[src/hdl/hmc_pkg.sv]
package hmc_pkg;

  localparam int unsigned TempW   = 8;
  localparam int unsigned TensW   = 5;
  localparam int unsigned OnesW   = 4;
  localparam int unsigned CfgIdxW = 3;

  localparam logic [TempW-1:0] OneSecReset      = 8'd10;
  localparam logic [TempW-1:0] FiveSecReset     = 8'd50;
  localparam logic [TempW-1:0] InitialTempReset = 8'd60;
  localparam logic [TempW-1:0] TempMinReset     = 8'd35;
  localparam logic [TempW-1:0] TempMaxReset     = 8'd75;
  localparam logic [TempW-1:0] TempStepReset    = 8'd5;

  typedef enum logic [CfgIdxW-1:0] {
    CFG_ONE_SEC       = 3'd0,
    CFG_FIVE_SEC      = 3'd1,
    CFG_FALLBACK_TEMP = 3'd2,
    CFG_TEMP_MIN      = 3'd3,
    CFG_TEMP_MAX      = 3'd4,
    CFG_TEMP_STEP     = 3'd5
  } cfg_idx_e;

  typedef enum logic [1:0] {
    MODE_OFF     = 2'd0,
    MODE_DISPLAY = 2'd1,
    MODE_ADJUST  = 2'd2
  } mode_e;

  typedef enum logic [1:0] {
    SEG_OFF    = 2'd0,
    SEG_UPDATE = 2'd1,
    SEG_BLINK  = 2'd2
  } seg_e;

  typedef struct packed {
    logic             power_up;
    logic             power_press;
    logic             plus_press;
    logic             minus_press;
    logic [TempW-1:0] average_temp;
    logic [TempW-1:0] stored_byte;
  } item_t;

  typedef struct packed {
    logic             digits_load;
    logic [TensW-1:0] digit_tens;
    logic [OnesW-1:0] digit_ones;
    logic             seg_mode_write;
    logic [1:0]       seg_mode;
    logic             heat_mode_write;
    logic             heat_enable;
    logic             save_strobe;
    logic [TempW-1:0] save_value;
    logic [TempW-1:0] set_temp_out;
    logic [1:0]       mode_out;
  } result_t;

  typedef struct packed {
    logic [CfgIdxW-1:0] index;
    logic [TempW-1:0]   data;
  } cfg_req_t;

  typedef struct packed {
    logic [TempW-1:0] one_sec_ticks;
    logic [TempW-1:0] five_sec_ticks;
    logic [TempW-1:0] fallback_temp;
    logic [TempW-1:0] temp_min;
    logic [TempW-1:0] temp_max;
    logic [TempW-1:0] temp_step;
  } cfg_t;

  // v / 10 as (v * 205) >> 11, exact for all 8-bit v.
  function automatic logic [TensW-1:0] div10(logic [TempW-1:0] v);
    logic [18:0] p;
    p = {11'd0, v} * 19'd205;
    return p[15:11];
  endfunction

  function automatic logic [OnesW-1:0] mod10(logic [TempW-1:0] v,
                                             logic [TensW-1:0] tens);
    logic [TempW-1:0] t10;
    logic [TempW-1:0] rem;
    t10 = {3'd0, tens} * 8'd10;
    rem = v - t10;
    return rem[OnesW-1:0];
  endfunction

endpackage

[src/hdl/hmc_chan_if.sv]
interface hmc_chan_if #(
  parameter type payload_t = logic
);
  logic     valid;
  logic     ready;
  payload_t payload;

  modport source (output valid, output payload, input ready);
  modport sink   (input valid, input payload, output ready);
endinterface

[src/hdl/hmc_cfg_regs.sv]
module hmc_cfg_regs (
  input  logic             clk_i,
  input  logic             rst_ni,
  hmc_chan_if.sink         cfg_i,
  output hmc_pkg::cfg_t    cfg_o
);

  hmc_pkg::cfg_t cfg_q;

  assign cfg_i.ready = 1'b1;
  assign cfg_o       = cfg_q;

  always_ff @(posedge clk_i or negedge rst_ni) begin
    if (!rst_ni) begin
      cfg_q.one_sec_ticks  <= hmc_pkg::OneSecReset;
      cfg_q.five_sec_ticks <= hmc_pkg::FiveSecReset;
      cfg_q.fallback_temp  <= hmc_pkg::InitialTempReset;
      cfg_q.temp_min       <= hmc_pkg::TempMinReset;
      cfg_q.temp_max       <= hmc_pkg::TempMaxReset;
      cfg_q.temp_step      <= hmc_pkg::TempStepReset;
    end else if (cfg_i.valid) begin
      case (hmc_pkg::cfg_idx_e'(cfg_i.payload.index))
        hmc_pkg::CFG_ONE_SEC:       cfg_q.one_sec_ticks  <= cfg_i.payload.data;
        hmc_pkg::CFG_FIVE_SEC:      cfg_q.five_sec_ticks <= cfg_i.payload.data;
        hmc_pkg::CFG_FALLBACK_TEMP: cfg_q.fallback_temp  <= cfg_i.payload.data;
        hmc_pkg::CFG_TEMP_MIN:      cfg_q.temp_min       <= cfg_i.payload.data;
        hmc_pkg::CFG_TEMP_MAX:      cfg_q.temp_max       <= cfg_i.payload.data;
        hmc_pkg::CFG_TEMP_STEP:     cfg_q.temp_step      <= cfg_i.payload.data;
        default: ;
      endcase
    end
  end

endmodule

[src/hdl/hmc_in_stage.sv]
module hmc_in_stage (
  input  logic             clk_i,
  input  logic             rst_ni,
  hmc_chan_if.sink         item_i,
  input  logic             advance_i,
  output logic             valid_o,
  output hmc_pkg::item_t   item_o
);

  logic           valid_q;
  logic           valid_d;
  hmc_pkg::item_t item_q;
  logic           take;

  assign item_i.ready = !valid_q || advance_i;
  assign take         = item_i.valid && item_i.ready;
  assign valid_d      = take || (valid_q && !advance_i);
  assign valid_o      = valid_q;
  assign item_o       = item_q;

  always_ff @(posedge clk_i or negedge rst_ni) begin
    if (!rst_ni) begin
      valid_q <= 1'b0;
    end else begin
      valid_q <= valid_d;
    end
  end

  always_ff @(posedge clk_i) begin
    if (take) begin
      item_q <= item_i.payload;
    end
  end

endmodule

[src/hdl/hmc_tick.sv]
module hmc_tick (
  input  logic              clk_i,
  input  logic              rst_ni,
  input  hmc_pkg::cfg_t     cfg_i,
  input  hmc_pkg::item_t    item_i,
  input  logic              advance_i,
  output hmc_pkg::result_t  result_o
);

  hmc_pkg::mode_e   mode_q, mode_d;
  logic [7:0]       set_temp_q, set_temp_d;
  logic [7:0]       blink_q, blink_d;
  logic [7:0]       idle_q, idle_d;
  logic [7:0]       disp_q, disp_d;

  logic             stored_bad;
  logic [7:0]       checked;
  logic [7:0]       blink_inc, idle_inc, disp_inc;
  logic [8:0]       plus_sum;
  logic [7:0]       minus_diff;
  logic             show;
  logic [7:0]       show_val;
  logic [4:0]       tens;
  hmc_pkg::result_t res;

  assign stored_bad = (item_i.stored_byte > cfg_i.temp_max) ||
                      (item_i.stored_byte < cfg_i.temp_min);
  assign checked    = stored_bad ? cfg_i.fallback_temp : item_i.stored_byte;
  assign blink_inc  = blink_q + 8'd1;
  assign idle_inc   = idle_q + 8'd1;
  assign disp_inc   = disp_q + 8'd1;
  assign plus_sum   = {1'b0, set_temp_q} + {1'b0, cfg_i.temp_step};
  assign minus_diff = set_temp_q - cfg_i.temp_step;
  assign tens       = hmc_pkg::div10(show_val);

  always_comb begin
    mode_d     = mode_q;
    set_temp_d = set_temp_q;
    blink_d    = blink_q;
    idle_d     = idle_q;
    disp_d     = disp_q;
    show       = 1'b0;
    show_val   = set_temp_q;
    res        = '0;

    if (item_i.power_up) begin
      set_temp_d = checked;
      if (stored_bad) begin
        res.save_strobe = 1'b1;
        res.save_value  = cfg_i.fallback_temp;
      end
      show     = 1'b1;
      show_val = checked;
    end else begin
      case (mode_q)
        hmc_pkg::MODE_DISPLAY: begin
          if (item_i.power_press) begin
            mode_d = hmc_pkg::MODE_OFF;
          end else if (item_i.plus_press || item_i.minus_press) begin
            // entering setting mode reloads the stored value, no step
            mode_d              = hmc_pkg::MODE_ADJUST;
            blink_d             = 8'd0;
            set_temp_d          = checked;
            res.heat_mode_write = 1'b1;
            show                = 1'b1;
            show_val            = checked;
          end else begin
            res.heat_mode_write = 1'b1;
            res.heat_enable     = 1'b1;
            res.seg_mode_write  = 1'b1;
            res.seg_mode        = hmc_pkg::SEG_UPDATE;
            if (disp_inc >= cfg_i.one_sec_ticks) begin
              disp_d   = 8'd0;
              show     = 1'b1;
              show_val = item_i.average_temp;
            end else begin
              disp_d = disp_inc;
            end
          end
        end
        hmc_pkg::MODE_ADJUST: begin
          if (blink_inc >= cfg_i.one_sec_ticks) begin
            res.seg_mode_write = 1'b1;
            res.seg_mode       = hmc_pkg::SEG_BLINK;
            blink_d            = 8'd0;
          end else begin
            blink_d = blink_inc;
          end
          if (item_i.plus_press) begin
            set_temp_d = (plus_sum > {1'b0, cfg_i.temp_max}) ? cfg_i.temp_max
                                                             : plus_sum[7:0];
            res.heat_mode_write = 1'b1;
            show     = 1'b1;
            show_val = set_temp_d;
            idle_d   = 8'd0;
          end else if (item_i.minus_press) begin
            set_temp_d = ((set_temp_q < cfg_i.temp_step) ||
                          (minus_diff < cfg_i.temp_min)) ? cfg_i.temp_min
                                                          : minus_diff;
            res.heat_mode_write = 1'b1;
            show     = 1'b1;
            show_val = set_temp_d;
            idle_d   = 8'd0;
          end else if (item_i.power_press) begin
            mode_d          = hmc_pkg::MODE_OFF;
            res.save_strobe = 1'b1;
            res.save_value  = set_temp_q;
          end else if (idle_inc >= cfg_i.five_sec_ticks) begin
            idle_d          = 8'd0;
            mode_d          = hmc_pkg::MODE_DISPLAY;
            res.save_strobe = 1'b1;
            res.save_value  = set_temp_q;
          end else begin
            idle_d = idle_inc;
          end
        end
        default: begin
          if (item_i.power_press) begin
            mode_d = hmc_pkg::MODE_DISPLAY;
          end else begin
            mode_d              = hmc_pkg::MODE_OFF;
            res.seg_mode_write  = 1'b1;
            res.seg_mode        = hmc_pkg::SEG_OFF;
            res.heat_mode_write = 1'b1;
          end
        end
      endcase
    end

    if (show) begin
      res.digits_load = 1'b1;
      res.digit_tens  = tens;
      res.digit_ones  = hmc_pkg::mod10(show_val, tens);
    end
    res.set_temp_out = set_temp_d;
    res.mode_out     = mode_d;
  end

  assign result_o = res;

  always_ff @(posedge clk_i or negedge rst_ni) begin
    if (!rst_ni) begin
      mode_q     <= hmc_pkg::MODE_OFF;
      set_temp_q <= hmc_pkg::InitialTempReset;
      blink_q    <= 8'd0;
      idle_q     <= 8'd0;
      disp_q     <= 8'd0;
    end else if (advance_i) begin
      mode_q     <= mode_d;
      set_temp_q <= set_temp_d;
      blink_q    <= blink_d;
      idle_q     <= idle_d;
      disp_q     <= disp_d;
    end
  end

endmodule

[src/hdl/hmc_out_stage.sv]
module hmc_out_stage (
  input  logic              clk_i,
  input  logic              rst_ni,
  input  logic              load_i,
  input  hmc_pkg::result_t  result_i,
  output logic              free_o,
  hmc_chan_if.source        result_o
);

  logic             valid_q;
  logic             valid_d;
  hmc_pkg::result_t data_q;

  assign free_o           = !valid_q || result_o.ready;
  assign valid_d          = load_i || (valid_q && !result_o.ready);
  assign result_o.valid   = valid_q;
  assign result_o.payload = data_q;

  always_ff @(posedge clk_i or negedge rst_ni) begin
    if (!rst_ni) begin
      valid_q <= 1'b0;
    end else begin
      valid_q <= valid_d;
    end
  end

  always_ff @(posedge clk_i) begin
    if (load_i) begin
      data_q <= result_i;
    end
  end

endmodule

[src/hdl/heater_mode_controller_core.sv]
// Channel   | Dir | Payload            | Accepted when
// ----------+-----+--------------------+-----------------------
// item_i    | in  | hmc_pkg::item_t    | item_i.valid & ready
// result_o  | out | hmc_pkg::result_t  | result_o.valid & ready
// cfg_i     | in  | hmc_pkg::cfg_req_t | cfg_i.valid (always ready)
//
// One tick request per clock sustained while the result is not stalled. An
// accepted request sits in the input register; the tick decision between it
// and the result register loads the result when the result register is free.
// Reset clears mode and counters, loads the register defaults and sets
// the set temperature to the fallback_temp reset value.
// A stalled result holds; the input register then takes one more request.
module heater_mode_controller_core (
  input  logic        clk_i,
  input  logic        rst_ni,
  hmc_chan_if.sink    item_i,
  hmc_chan_if.source  result_o,
  hmc_chan_if.sink    cfg_i
);

  hmc_pkg::cfg_t    cfg;
  hmc_pkg::item_t   item_q;
  hmc_pkg::result_t result_d;
  logic             in_valid;
  logic             out_free;
  logic             advance;

  // The tick in the input register commits its state update and result
  // in the same cycle, only when the result register can take it.
  assign advance = in_valid && out_free;

  hmc_cfg_regs u_cfg_regs (
    .clk_i  (clk_i),
    .rst_ni (rst_ni),
    .cfg_i  (cfg_i),
    .cfg_o  (cfg)
  );

  hmc_in_stage u_in_stage (
    .clk_i     (clk_i),
    .rst_ni    (rst_ni),
    .item_i    (item_i),
    .advance_i (advance),
    .valid_o   (in_valid),
    .item_o    (item_q)
  );

  // Mode state, counters and the per-tick decision logic.
  hmc_tick u_tick (
    .clk_i     (clk_i),
    .rst_ni    (rst_ni),
    .cfg_i     (cfg),
    .item_i    (item_q),
    .advance_i (advance),
    .result_o  (result_d)
  );

  hmc_out_stage u_out_stage (
    .clk_i    (clk_i),
    .rst_ni   (rst_ni),
    .load_i   (advance),
    .result_i (result_d),
    .free_o   (out_free),
    .result_o (result_o)
  );

endmodule

[src/flat_wrapper.sv]
// flat-port wrapper written by rule: the top's interface ports become plain ports
module heater_mode_controller_core_flat 
  (clk_i, rst_ni, item_i_valid, item_i_payload, item_i_ready, result_o_valid, result_o_payload, result_o_ready, cfg_i_valid, cfg_i_payload, cfg_i_ready);
  hmc_chan_if #(.payload_t(hmc_pkg::item_t)) item_i_i ();
  hmc_chan_if #(.payload_t(hmc_pkg::result_t)) result_o_i ();
  hmc_chan_if #(.payload_t(hmc_pkg::cfg_req_t)) cfg_i_i ();
  input  logic clk_i;
  input  logic rst_ni;
  input wire logic [$bits(item_i_i.valid)-1:0] item_i_valid;
  input wire logic [$bits(item_i_i.payload)-1:0] item_i_payload;
  output wire logic [$bits(item_i_i.ready)-1:0] item_i_ready;
  output wire logic [$bits(result_o_i.valid)-1:0] result_o_valid;
  output wire logic [$bits(result_o_i.payload)-1:0] result_o_payload;
  input wire logic [$bits(result_o_i.ready)-1:0] result_o_ready;
  input wire logic [$bits(cfg_i_i.valid)-1:0] cfg_i_valid;
  input wire logic [$bits(cfg_i_i.payload)-1:0] cfg_i_payload;
  output wire logic [$bits(cfg_i_i.ready)-1:0] cfg_i_ready;
  assign item_i_i.valid = item_i_valid;
  assign item_i_i.payload = item_i_payload;
  assign item_i_ready = item_i_i.ready;
  assign result_o_valid = result_o_i.valid;
  assign result_o_payload = result_o_i.payload;
  assign result_o_i.ready = result_o_ready;
  assign cfg_i_i.valid = cfg_i_valid;
  assign cfg_i_i.payload = cfg_i_payload;
  assign cfg_i_ready = cfg_i_i.ready;
  heater_mode_controller_core u_core (.clk_i(clk_i), .rst_ni(rst_ni), .item_i(item_i_i), .result_o(result_o_i), .cfg_i(cfg_i_i));
endmodule
[config.mk]
export PLATFORM = sky130hd
export DESIGN_NAME = heater_mode_controller_core_flat
export DESIGN_NICKNAME = d
export VERILOG_FILES = /design/src/hdl/hmc_pkg.sv /design/src/hdl/hmc_chan_if.sv /design/src/hdl/hmc_cfg_regs.sv /design/src/hdl/hmc_in_stage.sv /design/src/hdl/hmc_tick.sv /design/src/hdl/hmc_out_stage.sv /design/src/hdl/heater_mode_controller_core.sv /design/src/flat_wrapper.sv
export SDC_FILE = /design/constraint.sdc
export NUM_CORES = 1
export LEC_CHECK = 0
export BUFFER_PORTS_ARGS = -buffer_cell sky130_fd_sc_hd__buf_2
export CAP_MARGIN = 10
export CORE_MARGIN = 2
export CORE_UTILIZATION = 40
export DETAILED_ROUTE_END_ITERATION = 7
export GPL_ROUTABILITY_DRIVEN = 0
export HOLD_SLACK_MARGIN = 0.05
export PLACE_DENSITY = 0.57
export SYNTH_ARGS = -nofsm -noshare
export SYNTH_HDL_FRONTEND = slang
export SYNTH_SLANG_ARGS = --single-unit
[constraint.sdc]
create_clock -name clk_i -period 25.6 [get_ports clk_i]
set_clock_uncertainty 0.15 [all_clocks]
set_input_delay 3.84 -clock clk_i [delete_from_list [all_inputs] [get_ports clk_i]]
set_output_delay 3.84 -clock clk_i [all_outputs]
set_load 0.01 [all_outputs]
Word level (Yosys, flattened, before mapping)
Index checks and enable logic that the tools add are counted.
W data, S select, Z words.
{"block": "classes", "n_div": 0, "mux": 53, "n_bitwise": 4, "add_sub_neg": 6, "n_shift": 0, "eq_ne": 10, "mul": 2, "reduce_logical": 27, "order_cmp": 8}
{"cell": "$mux W8", "count": 20}
{"cell": "$mux W9", "count": 7}
{"cell": "$pmux W8 S2", "count": 3}
{"cell": "$add A8 B1 Y8 const B", "count": 3}
{"cell": "$ge A8 B8 Y1", "count": 3}
{"cell": "$lt A8 B8 Y1", "count": 3}
{"cell": "$mul A8 B8 Y16 const B", "count": 1}
{"cell": "$mux W2", "count": 7}
{"cell": "$reduce_and A2 Y1", "count": 6}
{"cell": "$mux W10", "count": 1}
{"cell": "$reduce_and A5 Y1", "count": 2}
{"cell": "$add A8 B8 Y9", "count": 1}
{"cell": "$gt A9 B8 Y1", "count": 1}
{"cell": "$gt A8 B8 Y1", "count": 1}
{"cell": "$mux W1", "count": 8}
{"cell": "$pmux W4 S2", "count": 1}
{"cell": "$sub A8 B8 Y8", "count": 1}
{"cell": "$logic_or A1 B1 Y1", "count": 7}
{"cell": "$eq A3 B2 Y1 const B", "count": 2}
{"cell": "$eq A3 B3 Y1 const B", "count": 2}
{"cell": "$mux W3", "count": 2}
{"cell": "$mul A5 B3 Y3 const B", "count": 1}
{"cell": "$mux W5", "count": 1}
{"cell": "$logic_and A1 B1 Y1", "count": 4}
{"cell": "other kinds (15)", "count": 22}
{"block": "word_totals", "reg_bits": 138, "wordCells": 140, "input_bits": 36, "memories": 0, "latchBits": 0, "mem_bits_rw": 0, "output_inout_bits": 37, "romBits": 0}

Logic depth before layout (Yosys ltp)
Gate-level depths: netlist (run 1).
{"block": "depth", "depth_word": 12, "mapped_depth": 42, "depth_no_buf": 42}

Hierarchy
Synthesis (run 1) repeated with hierarchy kept, for this count alone.
{"block": "unflattened", "cells_unflattened": 924, "hier_area_um2": 9665.5}
{"mod": "hmc_tick", "instances": 1, "cells_each": 754, "area_per_inst_um2": 6069.6}
{"mod": "hmc_cfg_regs", "instances": 1, "cells_each": 108, "area_per_inst_um2": 1866.8}
{"mod": "hmc_out_stage", "instances": 1, "cells_each": 37, "area_per_inst_um2": 1068.5}
{"mod": "hmc_in_stage", "instances": 1, "cells_each": 24, "area_per_inst_um2": 654.4}
{"mod": "heater_mode_controller_core", "instances": 1, "cells_each": 1, "area_per_inst_um2": 6.3}

Least setup slack after synthesis (run 1)
OpenSTA, ideal clock, no wires.
{"block": "synth_path", "kind": "reg2reg", "startpoint": "register u_core.u_cfg_regs.cfg_q (netlist bit u_core.u_cfg_regs.cfg_o[1])", "endpoint": "register u_core.u_out_stage.data_q (netlist bit u_core.u_out_stage.result_o.payload[27]) (data pin)", "required_time_ps": 25174, "t_arrival_ps": 8094, "path_slack_ps": 17080, "synth_period_minus_slack_ps": 8520, "path_stages_with_launch": 43, "path_cell_list": "dfrtp_1 inv_1 ha_1 nor2b_1 o21ai_0 a21oi_1 o21ai_0 nand2b_1 a21o_1 a21oi_1 xnor2_1 ha_1 nand4_1 a2111oi_2 o22a_1 buf_2 mux2i_1 a211oi_1 [7 not listed] inv_1 fa_1 inv_1 ha_1 a21o_1 a21o_1 a21oi_1 nand2_1 a41oi_4 xor2_2 inv_1 ha_1 inv_1 fa_1 xor2_1 xnor3_1 xnor2_1 nor2_1"}
{"block": "synth_via", "elab_chain_cells": 11, "elab_cells_between_ends": 15, "cone_classes": "add/sub (3); mul (2); order compare (3); mux (6); reduce/logical (1)"}
{"item": "start, declared", "line_no": "hmc_cfg_regs.sv:8", "source": "hmc_pkg::cfg_t cfg_q;"}
{"item": "$sub A8 B8 Y8", "line_no": "hmc_tick.sv:33", "source": "assign minus_diff = set_temp_q - cfg_i.temp_step;"}
{"item": "$lt A8 B8 Y1", "line_no": "hmc_tick.sv:98", "source": "(minus_diff < cfg_i.temp_min)) ? cfg_i.temp_min"}
{"item": "$logic_or A1 B1 Y1", "line_no": "hmc_tick.sv:97", "source": "set_temp_d = ((set_temp_q < cfg_i.temp_step) ||"}
{"item": "$mux W8", "line_no": "hmc_tick.sv:98"}
{"item": "$mux W8", "line_no": "hmc_tick.sv:96", "source": "end else if (item_i.minus_press) begin"}
{"item": "$mux W8 (*)", "line_no": "hmc_tick.sv:89", "source": "if (item_i.plus_press) begin"}
{"item": "$pmux W8 S2 (*)", "line_no": "hmc_tick.sv:55", "source": "case (mode_q)"}
{"item": "$mux W8 (*)", "line_no": "hmc_tick.sv:46", "source": "if (item_i.power_up) begin"}
{"item": "$mul A8 B8 Y16 (*)", "line_no": "hmc_pkg.sv:76", "source": "p = {11'd0, v} * 19'd205;"}
{"item": "net u_core.u_tick.tens[0]", "line_no": "hmc_tick.sv:23", "source": "logic [4:0] tens;"}
{"item": "$mul A5 B3 Y3 (*)", "line_no": "hmc_pkg.sv:84", "source": "t10 = {3'd0, tens} * 8'd10;"}
{"item": "$sub A4 B4 Y4 (*)", "line_no": "hmc_pkg.sv:85", "source": "rem = v - t10;"}
{"item": "end signal, assigned", "line_no": "hmc_out_stage.sv:29", "source": "data_q <= result_i;"}
{"item": "end, declared", "line_no": "hmc_out_stage.sv:12", "source": "hmc_pkg::result_t data_q;"}
The timed path passes the listed nets; every way through them passes the cells marked *.
A chain may end at the register's enable or synchronous reset.

Worst setup path in the final report (run 1)
{"block": "layout_path", "startpoint": "register u_core.u_tick.set_temp_q[1]", "endpoint": "register u_core.u_out_stage.data_q (netlist bit u_core.u_out_stage.result_o.payload[27]) (data pin)"}
{"block": "layout_via", "elab_chain_cells": 11, "elab_cells_between_ends": 18, "cone_classes": "add/sub (3); mul (2); order compare (3); mux (9); reduce/logical (1)"}
{"item": "start, declared", "line_no": "hmc_tick.sv:11", "source": "logic [7:0] set_temp_q, set_temp_d;"}
{"item": "start signal, assigned", "line_no": "hmc_tick.sv:144", "source": "set_temp_q <= hmc_pkg::InitialTempReset;"}
{"item": "start signal, assigned", "line_no": "hmc_tick.sv:150", "source": "set_temp_q <= set_temp_d;"}
{"item": "$sub A8 B8 Y8", "line_no": "hmc_tick.sv:33"}
{"item": "$lt A8 B8 Y1", "line_no": "hmc_tick.sv:98"}
{"item": "$logic_or A1 B1 Y1", "line_no": "hmc_tick.sv:97"}
{"item": "$mux W8", "line_no": "hmc_tick.sv:98"}
{"item": "$mux W8", "line_no": "hmc_tick.sv:96"}
{"item": "$mux W8", "line_no": "hmc_tick.sv:89"}
{"item": "$pmux W8 S2 (*)", "line_no": "hmc_tick.sv:55"}
{"item": "$mux W8 (*)", "line_no": "hmc_tick.sv:46"}
{"item": "$mul A8 B8 Y16 (*)", "line_no": "hmc_pkg.sv:76"}
{"item": "net u_core.u_tick.tens[0]", "line_no": "hmc_tick.sv:23"}
{"item": "$mul A5 B3 Y3 (*)", "line_no": "hmc_pkg.sv:84"}
{"item": "$sub A4 B4 Y4 (*)", "line_no": "hmc_pkg.sv:85"}
Marks and branches as above.

==> results of run 1 <==
-- cell families (layout without fill, tap and decap cells) --
logic type	after synthesis	after routing	share of synthesized area
AOI/OAI and AO/OA	235	235	0.169
xor gates and xnor gates	37	37	0.0355
adders and majority gates	133	133	0.182
buffers and inverters	123	207	0.0493
DFF	138	138	0.386
muxes	51	51	0.0571
other	1	1	0.000385
and+or+nand+nor	245	245	0.121
-- metal layers --
layer | wire length [µm] | share of wire
met1 | 12400 | 0.48
met2 | 11600 | 0.45
met3 | 1210 | 0.047
met4 | 645 | 0.025
met5 | 0 | 0
-- critical path, delay by kind of cell, from the launching register on --
| family | cells | cell delay, ns |
|---|---|---|
| and+or+nand+nor | 6 | 0.88 |
| adders and majority gates | 9 | 3.30 |
| AOI/OAI and AO/OA | 15 | 3.09 |
| xor gates and xnor gates | 5 | 0.78 |
| buffers and inverters | 4 | 0.23 |
| DFF | 1 | 0.47 |
| muxes | 1 | 0.24 |
-- state kept, by name, summed over array words and instances (netlist names) --
signal and cells:
u_core.u_out_stage.result_o.valid 1, u_core.u_tick.set_temp_q 8, u_core.u_out_stage.result_o.payload 34, u_core.u_cfg_regs.cfg_o 48
u_core.u_tick.mode_q 2, u_core.u_tick.idle_q 8, u_core.u_in_stage.item_o 20, u_core.u_tick.disp_q 8
u_core.u_in_stage.valid_o 1, u_core.u_tick.blink_q 8
-- per-stage QoR --
step | setup WS [ns] | hold WS [ns]
floorplan | 17.08 | 0.307
global placement | 16.39 | 0.318
detailed placement | 16.25 | 0.329
CTS | 16.21 | 0.350
global route | 15.50 | 0.383
finish | 16.18 | 0.350
-- power by group through the flow --
stage,Clock [mW],Combinational (mW),Sequential (mW)
global placement,0,1.03,0.344
finish,0.263,1.04,0.341
detailed placement,0,1.03,0.345
global route,0.276,1.19,0.345
floorplan,0,0.810,0.335
CTS,0.268,1.04,0.341
-- Yosys cell counts (4+ instances only) --
master    instances
nand2b_1         15
xor2_1           14
inv_1            94
nand3_1          22
nand4_1           9
o21ai_0          70
a31oi_1           5
nand2_1          91
a22o_1            9
edfxtp_1         54
or2_2             4
dfrtp_1          62
nor3b_1           4
and3_1           11
o211ai_1          7
a211oi_1          8
a221oi_1          4
xnor2_1          21
nor2b_1          10
o21bai_1          5
a21oi_1          43
a32o_1           13
dfstp_2          22
clkbuf_1         20
o31ai_1           8
and2_1            4
o21a_1            5
mux2_2           36
a21o_1           18
nor3_1            7
ha_1            119
nor2_1           53
o22ai_1           7
fa_1             14
mux2i_1          15
-- path summary, 6_finish.rpt --
| check | cells past startpoint | to | slack [ns] | startpoint |
|---|---|---|---|---|
| min in group asynchronous | 1 | u_core.u_tick.blink_q[6] | 3.17 | rst_ni |
| max reg2reg | 40 | u_core.u_out_stage.result_o.payload[27] | 16.18 | u_core.u_tick.set_temp_q[1] |
| min | 1 | u_core.u_out_stage.result_o.valid | 0.35 | u_core.u_in_stage.valid_o |
| min reg2reg | 1 | u_core.u_out_stage.result_o.valid | 0.35 | u_core.u_in_stage.valid_o |
| max | 40 | u_core.u_out_stage.result_o.payload[27] | 16.18 | u_core.u_tick.set_temp_q[1] |
| max in group asynchronous | 2 | u_core.u_cfg_regs.cfg_o[19] | 21.01 | rst_ni |
-- final cells by class --
type / count / area, µm²
tap: 324 / 405
timing repair buffer: 80 / 425
fill: 2319 / 13100
sequential: 138 / 3750
clock inverter: 14 / 185
multi-input combinational: 702 / 5500
inverter: 95 / 357
clock buffer: 18 / 429
==> flow_summary_export.csv, run 1 <==
group,metric,value,unit
status,status,"completed",
yosys,synth_nets,1132,
cts,clkSinkCount,138,
route,routed_wirelength,25800,µm
global_route,grt_pass1_vias,7315,
cts,clk_path_buf_depth,2,
cts,clock-root-buffer,"clkbuf_16",
cts,cts_resized,0,
floorplanning,die-height,160,µm
global_route,globalRouteMet2Util,0.324,
timing,rsz0062_at_grt,"false",
global_route,grt-busiest-layer,"met2",
timing,max_freq,106,MHz
pwr,p_sw_frac,0.440,
worst_setup_path,crit_top_cell,"ha_1",
cells_and_area,diodes,0,
cts,cts_hold_buffers,0,
cells_and_area,layout_common_cells,"119 x ha_1, 93 x inv_1, 91 x nand2_1",
cts,cts-buffers-inserted,17,
timing,worst_pin_slew,1.01,ns
cells_and_area,synthToLayoutAreaGrowth,13.6,%
pwr,power.switching,0.721,mW
cts,cts_setup_buffers,0,
yosys,synthArstFlopShare,0.609,
floorplanning,coreArea,24100,µm²
worst_setup_path,crit_path_max_incr_delay,0.55,ns
cts,clk_pin_slew,0.07,ns
cells_and_area,stdcell_area,11100,µm²
timing,hold_viol_final,0,
global_route,use_met1,0.297,
pwr,combPwrFrac,0.632,
route,drc,0,
floorplanning,io_pins,73,
placed_design,hpwlAfterDp,19500,µm
yosys,syn_area,9730,µm²
floorplanning,die-area,25600,µm²
worst_setup_path,crit_arrival,9.42,ns
route,vias_per_cell,5.39,
yosys,netlist_top_cells_area,"edfxtp_1 17%, dfrtp_1 16%, ha_1 15%",
route,wl_per_cell,18.8,µm
pwr,pwr-share-clk,0.160,
cts,htree_levels,4,
yosys,yosysTopAreaCell,"edfxtp_1",
route,drt-pass1-iter-count,5,
worst_setup_path,startpoint_type,"flip-flop",
timing,relSlewSlack,0.328,
timing,setup_viol,0,
floorplanning,start_util,0.404,
pwr,p_leak,5.06,nW
cts,clock_latency,0.43,ns
global_route,met3_usage,0.0343,
placed_design,port_buffers,71,
yosys,synth_warnings,0,
global_route,grt_max_degree,59,
pwr,vdd_drop_max,0.000189,V
worst_setup_path,cp-end-kind,"flip-flop",
pwr,p_seq_frac,0.208,
cells_and_area,final_common_cell,"ha_1",
timing,fin_crit_sh,0.368,
timing,finalSetupTns,0,ns
global_route,grt_usage,0.209,
yosys,yosysSeqAreaShare,0.386,
placed_design,dpl-instance-area,10400,µm²
yosys,syn_avg_cell_area,10.1,µm²
floorplanning,die_w,160,µm
pwr,p_total,1.64,mW
route,antenna_left,0,
timing,final.min_clock_period,9.42,ns
yosys,synth_ff_type,"dfrtp_1",
worst_setup_path,path_class,"reg2reg",
run,cap_violations,0,
worst_setup_path,path_max_fanout,8,
cells_and_area,final_cells,1371,
global_route,antenna_found_initial,0,
worst_setup_path,crit_required,25.59,ns
pwr,power.density,148,nW/µm²
global_route,overflow,0,
cts,cts_tree,"yes",
route,drtIter0Drc,594,
global_route,grt_pass1_wl,41300,µm
yosys,synth.top_cell.area_share,0.167,
placed_design,dp.cells,1339,
yosys,synth_edf_count,54,
worst_setup_path,cp_slowest_cell,"fa_1",
floorplanning,num_rows,57,
yosys,ys_ff_latch,138,
yosys,synthCells,963,
timing,drv_slew,0,
cells_and_area,layout.nets,1203,
yosys,ys_types,76,
cells_and_area,drive_above_1_share,0.181,
worst_hold_path,hp-class,"reg2reg",
route,vias,7392,
pwr,p_int,0.920,mW
cells_and_area,fin_util,0.458,
(Power assumes the default switching activity.)
==> inputs of run 2 (changes only) <==
==> constraint.sdc (replaced) <==
create_clock -name clk_i -period 8.7 [get_ports clk_i]
set_clock_uncertainty 0.15 [all_clocks]
set_input_delay 1.305 -clock clk_i [delete_from_list [all_inputs] [get_ports clk_i]]
set_output_delay 1.305 -clock clk_i [all_outputs]
set_load 0.01 [all_outputs]
==> run 2 against run 1 <==
  * Register-to-register slack lost 16 ns
  * Sequential share of layout area decreased by 1.9 points
  * Utilization increased by 2.8 points
  * Setup slack worse by 16 ns
  * Largest power group unchanged
==> flow_summary_export.csv, run 2 (synthesis gave the netlist of run 1 again) <==
group,metric,value,unit
timing,worst_pin_slew,1.04,ns
timing,finalSetupTns,0,ns
worst_setup_path,cp-end-kind,"flip-flop",
floorplanning,die-height,160,µm
worst_setup_path,endpoint,"u_core.u_out_stage.result_o.payload[27]",
worst_setup_path,path_max_fanout,3,
status,status,"completed",
route,vias,7755,
cts,cts-buffers-inserted,17,
cts,clkSinkCount,138,
worst_setup_path,crit_path_start,"u_core.u_cfg_regs.cfg_o[0]",
cells_and_area,diodes,0,
cts,cts_hold_buffers,0,
global_route,grt_max_degree,62,
floorplanning,coreArea,24100,µm²
cts,cts_tree,"yes",
cts,clock_latency,0.44,ns
pwr,power.density,482,nW/µm²
cts,clk_path_buf_depth,2,
timing,final.min_clock_period,8.53,ns
global_route,overflow,0,
timing,drv_slew,0,
floorplanning,num_rows,57,
placed_design,dp.cells,1378,
worst_setup_path,path_class,"reg2reg",
worst_setup_path,startpoint_type,"flip-flop",
route,drc,0,
route,drt-pass1-iter-count,7,
worst_setup_path,crit_path_max_incr_delay,0.58,ns
timing,rsz0062_at_grt,"true",
worst_setup_path,regToRegEndpoint,"u_core.u_out_stage.result_o.payload[27]",
route,drtIter0Drc,456,
run,cap_violations,0,
worst_setup_path,reg2reg_from,"u_core.u_cfg_regs.cfg_o[0]",
timing,fin_crit_sh,0.980,
cells_and_area,largest_reg_flops,48,
cells_and_area,final_common_cell,"ha_1",
worst_hold_path,hp-class,"reg2reg",
route,antenna_left,0,
cells_and_area,layout.nets,1257,
pwr,vdd_drop_max,0.000780,V
route,wl_per_cell,18.9,µm
cells_and_area,layout_common_cells,"108 x ha_1, 90 x inv_1, 90 x nand2_1",
timing,hold_viol_final,0,
cts,clk_pin_slew,0.06,ns
cells_and_area,fill_cells,2298,
worst_setup_path,crit_required,8.70,ns
worst_setup_path,crit_arrival,8.53,ns
floorplanning,die_w,160,µm
placed_design,port_buffers,71,
route,routed_wirelength,26900,µm
placed_design,dpl-instance-area,10700,µm²
cts,htree_levels,4,
global_route,grt_usage,0.213,
cells_and_area,synthToLayoutAreaGrowth,20.4,%
cts,clock-root-buffer,"clkbuf_16",
timing,worst_hold_slack,0.346,ns
floorplanning,io_pins,73,
worst_setup_path,reg2reg_depth,38,
pwr,p_leak,5.34,nW
worst_setup_path,cp_slowest_cell,"dfstp_2",
placed_design,hpwlAfterDp,20100,µm
floorplanning,die-area,25600,µm²
global_route,grt_pass1_wl,42100,µm
floorplanning,start_util,0.404,
cells_and_area,drive_above_1_share,0.260,
cells_and_area,stdcell_area,11700,µm²
cells_and_area,ff_latch_area,3750,µm²
route,vias_per_cell,5.44,
global_route,grt_pass1_vias,7544,
global_route,antenna_found_initial,0,
worst_setup_path,r2r_setup_slack,0.17,ns
cells_and_area,multi_input_area,5780,µm²
timing,setup_viol,0,
timing,relSlewSlack,0.308,
cells_and_area,final_cells,1425,
timing,max_freq,117,MHz
cells_and_area,fin_util,0.486,
==> run 2: what timing repair did <==
action | in CTS | in global routing
gates resized for setup | 12 | 47
hold endpoints to repair | 0 | 0
buffers inserted | 4 | 11
setup endpoints to repair | 1 | 2
pin swaps | 18 | 41
==> run 2: report_power, final <==
group	internal (mW)	switching (mW)	leakage (nW)
clock	0.428	0.318	0.284
sequential	0.885	0.0895	1.55
combinational	1.93	2.00	3.50
==> run 2: routing by layer <==
layer,wire length (µm),vias to the layer above,share of wire,track usage
li1,-,3729,-,-
met1,12500,3759,0.46,0.301
met2,12500,225,0.46,0.336
met3,1320,42,0.049,0.0348
met4,686,0,0.025,0.0688
met5,0,-,0,0
==> run 2: how the worst min path moves through the flow <==
| stage | start | endpoint | cells past startpoint |
|---|---|---|---|
| final | u_core.u_in_stage.valid_o | u_core.u_out_stage.result_o.valid | 1 |
| after global routing | u_core.u_in_stage.valid_o | u_core.u_out_stage.result_o.valid | 1 |
| after CTS | u_core.u_in_stage.valid_o | u_core.u_out_stage.result_o.valid | 1 |
| after detailed placement | u_core.u_in_stage.valid_o | u_core.u_out_stage.result_o.valid | 1 |
| after global placement | u_core.u_in_stage.valid_o | u_core.u_out_stage.result_o.valid | 1 |
| after floorplan | u_core.u_in_stage.valid_o | u_core.u_out_stage.result_o.valid | 1 |
==> run 2: area by class of cell <==
cell class,instances,share of cell area
flip-flops and latches,138,0.320
clock buffers,18,0.0366
repair buffers,134,0.0715
multi-input cells,702,0.493
inverters,95,0.0304
well taps,324,0.0346
clock inverters,14,0.0135
==> run 2: through the flow <==
step                power [mW]  setup slack [ns]
floorplan                 3.37             0.180
global placement          4.33           -0.0266
detailed placement        4.36            -0.194
CTS                       5.21           0.00139
global route              6.18            -0.312
finish                    5.65             0.175
==> run 2: critical path: cells and delay by family, from the launching register on <==
| kind | cells | cell delay, ns |
|---|---|---|
| xor+xnor | 5 | 0.85 |
| buf+inv | 6 | 0.40 |
| compound gates | 14 | 2.63 |
| flops | 1 | 0.58 |
| fa+ha+maj | 10 | 3.28 |
| simple gates | 3 | 0.30 |
==> inputs of run 3 (changes only) <==
--- a/config.mk
+++ b/config.mk
@@ -7,12 +7,11 @@
 export LEC_CHECK = 0
 export BUFFER_PORTS_ARGS = -buffer_cell sky130_fd_sc_hd__buf_2
 export CAP_MARGIN = 10
-export CORE_MARGIN = 2
 export CORE_UTILIZATION = 40
 export DETAILED_ROUTE_END_ITERATION = 7
 export GPL_ROUTABILITY_DRIVEN = 0
 export HOLD_SLACK_MARGIN = 0.05
-export PLACE_DENSITY = 0.57
+export PLACE_DENSITY = 0.59
 export SYNTH_ARGS = -nofsm -noshare
 export SYNTH_HDL_FRONTEND = slang
 export SYNTH_SLANG_ARGS = --single-unit
==> run 3 against run 2 <==
  * Utilization is essentially flat
  * Largest power group unchanged
  * Clock power down 3.4%
  * Clock-buffer cell count grew 1
  * Sequential share of layout area is 0.54 points higher
  * Cell area down 1.7%
  * Highest routed layer unchanged
  * Flip-flop and latch count is the same
  * Die area fell by 2.5%
  * Sequential power hardly changed
  * First-iteration DRC count up 30%
  * Final cell count down 1.4%
  * Worst hold slack got worse by 0.0098 ns
==> flow_summary_export.csv, run 3 (synthesis gave the netlist of run 1 again) <==
group,metric,value,unit
timing,worst_hold_slack,0.336,ns
pwr,p_seq_frac,0.177,
worst_setup_path,r2r_setup_slack,0.09,ns
global_route,grt_usage,0.222,
global_route,overflow,0,
worst_setup_path,path_max_fanout,5,
route,wl_per_cell,18.8,µm
placed_design,hpwlAfterDp,19800,µm
worst_setup_path,reg2reg_depth,38,
worst_hold_path,hp-class,"reg2reg",
run,cap_violations,0,
cells_and_area,final_common_cell,"ha_1",
worst_setup_path,crit_top_cell,"ha_1",
pwr,vdd_drop_max,0.000761,V
placed_design,port_buffers,71,
cts,clock_latency,0.43,ns
timing,setup_ws,0.0858,ns
route,antenna_left,0,
pwr,pwr-share-clk,0.131,
floorplanning,start_util,0.411,
route,dr_wl_met2,12100,µm
floorplanning,die_w,158,µm
floorplanning,coreArea,23700,µm²
worst_hold_path,hp-start,"u_core.u_in_stage.valid_o",
cts,cts_tree,"yes",
cts,clock-root-buffer,"clkbuf_16",
timing,setup_viol,0,
route,met1_length,12500,µm
cells_and_area,diodes,0,
cells_and_area,layout.nets,1242,
pwr,p_leak,5.25,nW
timing,hold_viol_final,0,
floorplanning,num_rows,56,
pwr,combPwrFrac,0.692,
timing,final.min_clock_period,8.61,ns
cells_and_area,synthToLayoutAreaGrowth,18.4,%
cells_and_area,fin_util,0.487,
route,drt-pass1-iter-count,6,
route,drc,0,
worst_setup_path,reg2reg_from,"u_core.u_cfg_regs.cfg_o[0]",
worst_setup_path,crit_path_start,"u_core.u_cfg_regs.cfg_o[0]",
pwr,p_sw_frac,0.428,
route,wl_met3,1470,µm
worst_setup_path,regToRegEndpoint,"u_core.u_out_stage.result_o.payload[27]",
worst_hold_path,holdPathEnd,"u_core.u_out_stage.result_o.valid",
worst_setup_path,startpoint_type,"flip-flop",
pwr,power.switching,2.35,mW
global_route,grt_max_degree,67,
cells_and_area,fill_cells,2256,
timing,worst_pin_slew,1.02,ns
cts,clkSinkCount,138,
placed_design,dp_slack,-0.186,ns
route,vias_per_cell,5.44,
floorplanning,io_pins,73,
pwr,power.density,477,nW/µm²
cts,clk_pin_slew,0.06,ns
timing,fin_crit_sh,0.990,
cells_and_area,layout_common_cells,"110 x ha_1, 91 x nand2_1, 89 x inv_1",
cells_and_area,largest_reg_flops,48,
route,routed_wirelength,26500,µm
timing,rsz0062_at_grt,"true",
cts,htree_levels,4,
worst_setup_path,path_class,"reg2reg",
global_route,grt_pass1_wl,41100,µm
cts,cts-buffers-inserted,17,
global_route,antenna_found_initial,0,
route,drtIter0Drc,593,
timing,drv_slew,0,
worst_setup_path,crit_required,8.69,ns
worst_setup_path,cp-end-kind,"flip-flop",
global_route,grt_pass1_vias,7309,
status,status,"completed",
worst_setup_path,crit_arrival,8.61,ns
route,vias,7646,
timing,relSlewSlack,0.322,
route,dr.max_layer_used,"met4",
floorplanning,die-area,25000,µm²
pwr,p_int,3.15,mW
floorplanning,die-height,158,µm
worst_setup_path,cp_slowest_cell,"dfstp_2",
worst_setup_path,crit_path_max_incr_delay,0.56,ns
timing,max_freq,116,MHz
cts,clk_path_buf_depth,2,
worst_hold_path,min_path_cells,1,
cells_and_area,drive_above_1_share,0.239,
[run 3: cell types whose count changed in the layout (fill, tap and decap cells not counted), moves of 2 or more]
cell / change
a21oi_1: +4
clkinv_4: +3
o31ai_2: +2
buf_4: -14
ha_4: -2
clkinv_1: +2
ha_1: +2
a21oi_2: -4
o21ai_1: +2
clkinv_2: -2
inv_6: -3
[run 3: metrics by stage]
step	power (mW)	TNS [ns]	cells	instance area, µm²
final	5.50	0	1405	11500
after global routing	6.01	-0.355	1405	11500
after CTS	5.12	0	1400	11300
after detailed placement	4.32	-0.186	1368	10700
after global placement	4.28	-0.0303	1368	10700
after floorplan	3.37	0	963	9730
[run 3: worst max-delay path, delay by kind of cell, from the launching register on]
family,cells,cell delay (ns)
adder cells (fa/ha/maj),10,3.08
AO/OA/AOI/OAI,11,2.16
AND/OR/NAND/NOR,5,0.94
XOR/XNOR,5,0.91
flip-flops,1,0.56
buffers and inverters,6,0.46
multiplexers,1,0.07
[run 3: layer usage]
layer / vias up / GRT usage
met5: - / 0
met4: 0 / 0.0536
met3: 38 / 0.0449
met2: 237 / 0.351
met1: 3696 / 0.309
li1: 3675 / -
[run 3: area by class of cell]
type | count | area [µm²] | area share
multi-input cells | 702 | 5720 | 0.496
clock inverters | 13 | 144 | 0.0125
flip-flops and latches | 138 | 3750 | 0.326
inverters | 95 | 357 | 0.0309
clock buffers | 19 | 433 | 0.0376
well taps | 319 | 399 | 0.0346
repair buffers | 119 | 722 | 0.0626
[run 3: worst max path at each step]
stage,to,slack [ns],cells past startpoint
finish,u_core.u_out_stage.result_o.payload[27],0.09,38
global route,u_core.u_out_stage.result_o.payload[27],-0.36,40
CTS,u_core.u_out_stage.result_o.payload[27],0.001,38
detailed placement,u_core.u_out_stage.result_o.payload[27],-0.19,40
global placement,u_core.u_out_stage.result_o.payload[27],-0.03,40
floorplan,u_core.u_out_stage.result_o.payload[27],0.18,42
[run 3: what timing repair did]
item / 4_1_cts / 5_1_grt
pin swaps: 5 / 38
buffers inserted: 0 / 6
resized for setup: 8 / 40
setup endpoints to repair: 1 / 2
hold buffers: 0 / 0
[run 3: power by group through the flow]
stage                     Clock, mW  Sequential [mW]  Combinational (mW)
after floorplan                   0            0.986                2.38
after global placement            0            0.981                3.30
after detailed placement          0            0.982                3.34
after CTS                     0.733            0.971                3.42
after global routing          0.763            0.990                4.25
final                         0.721            0.973                3.80
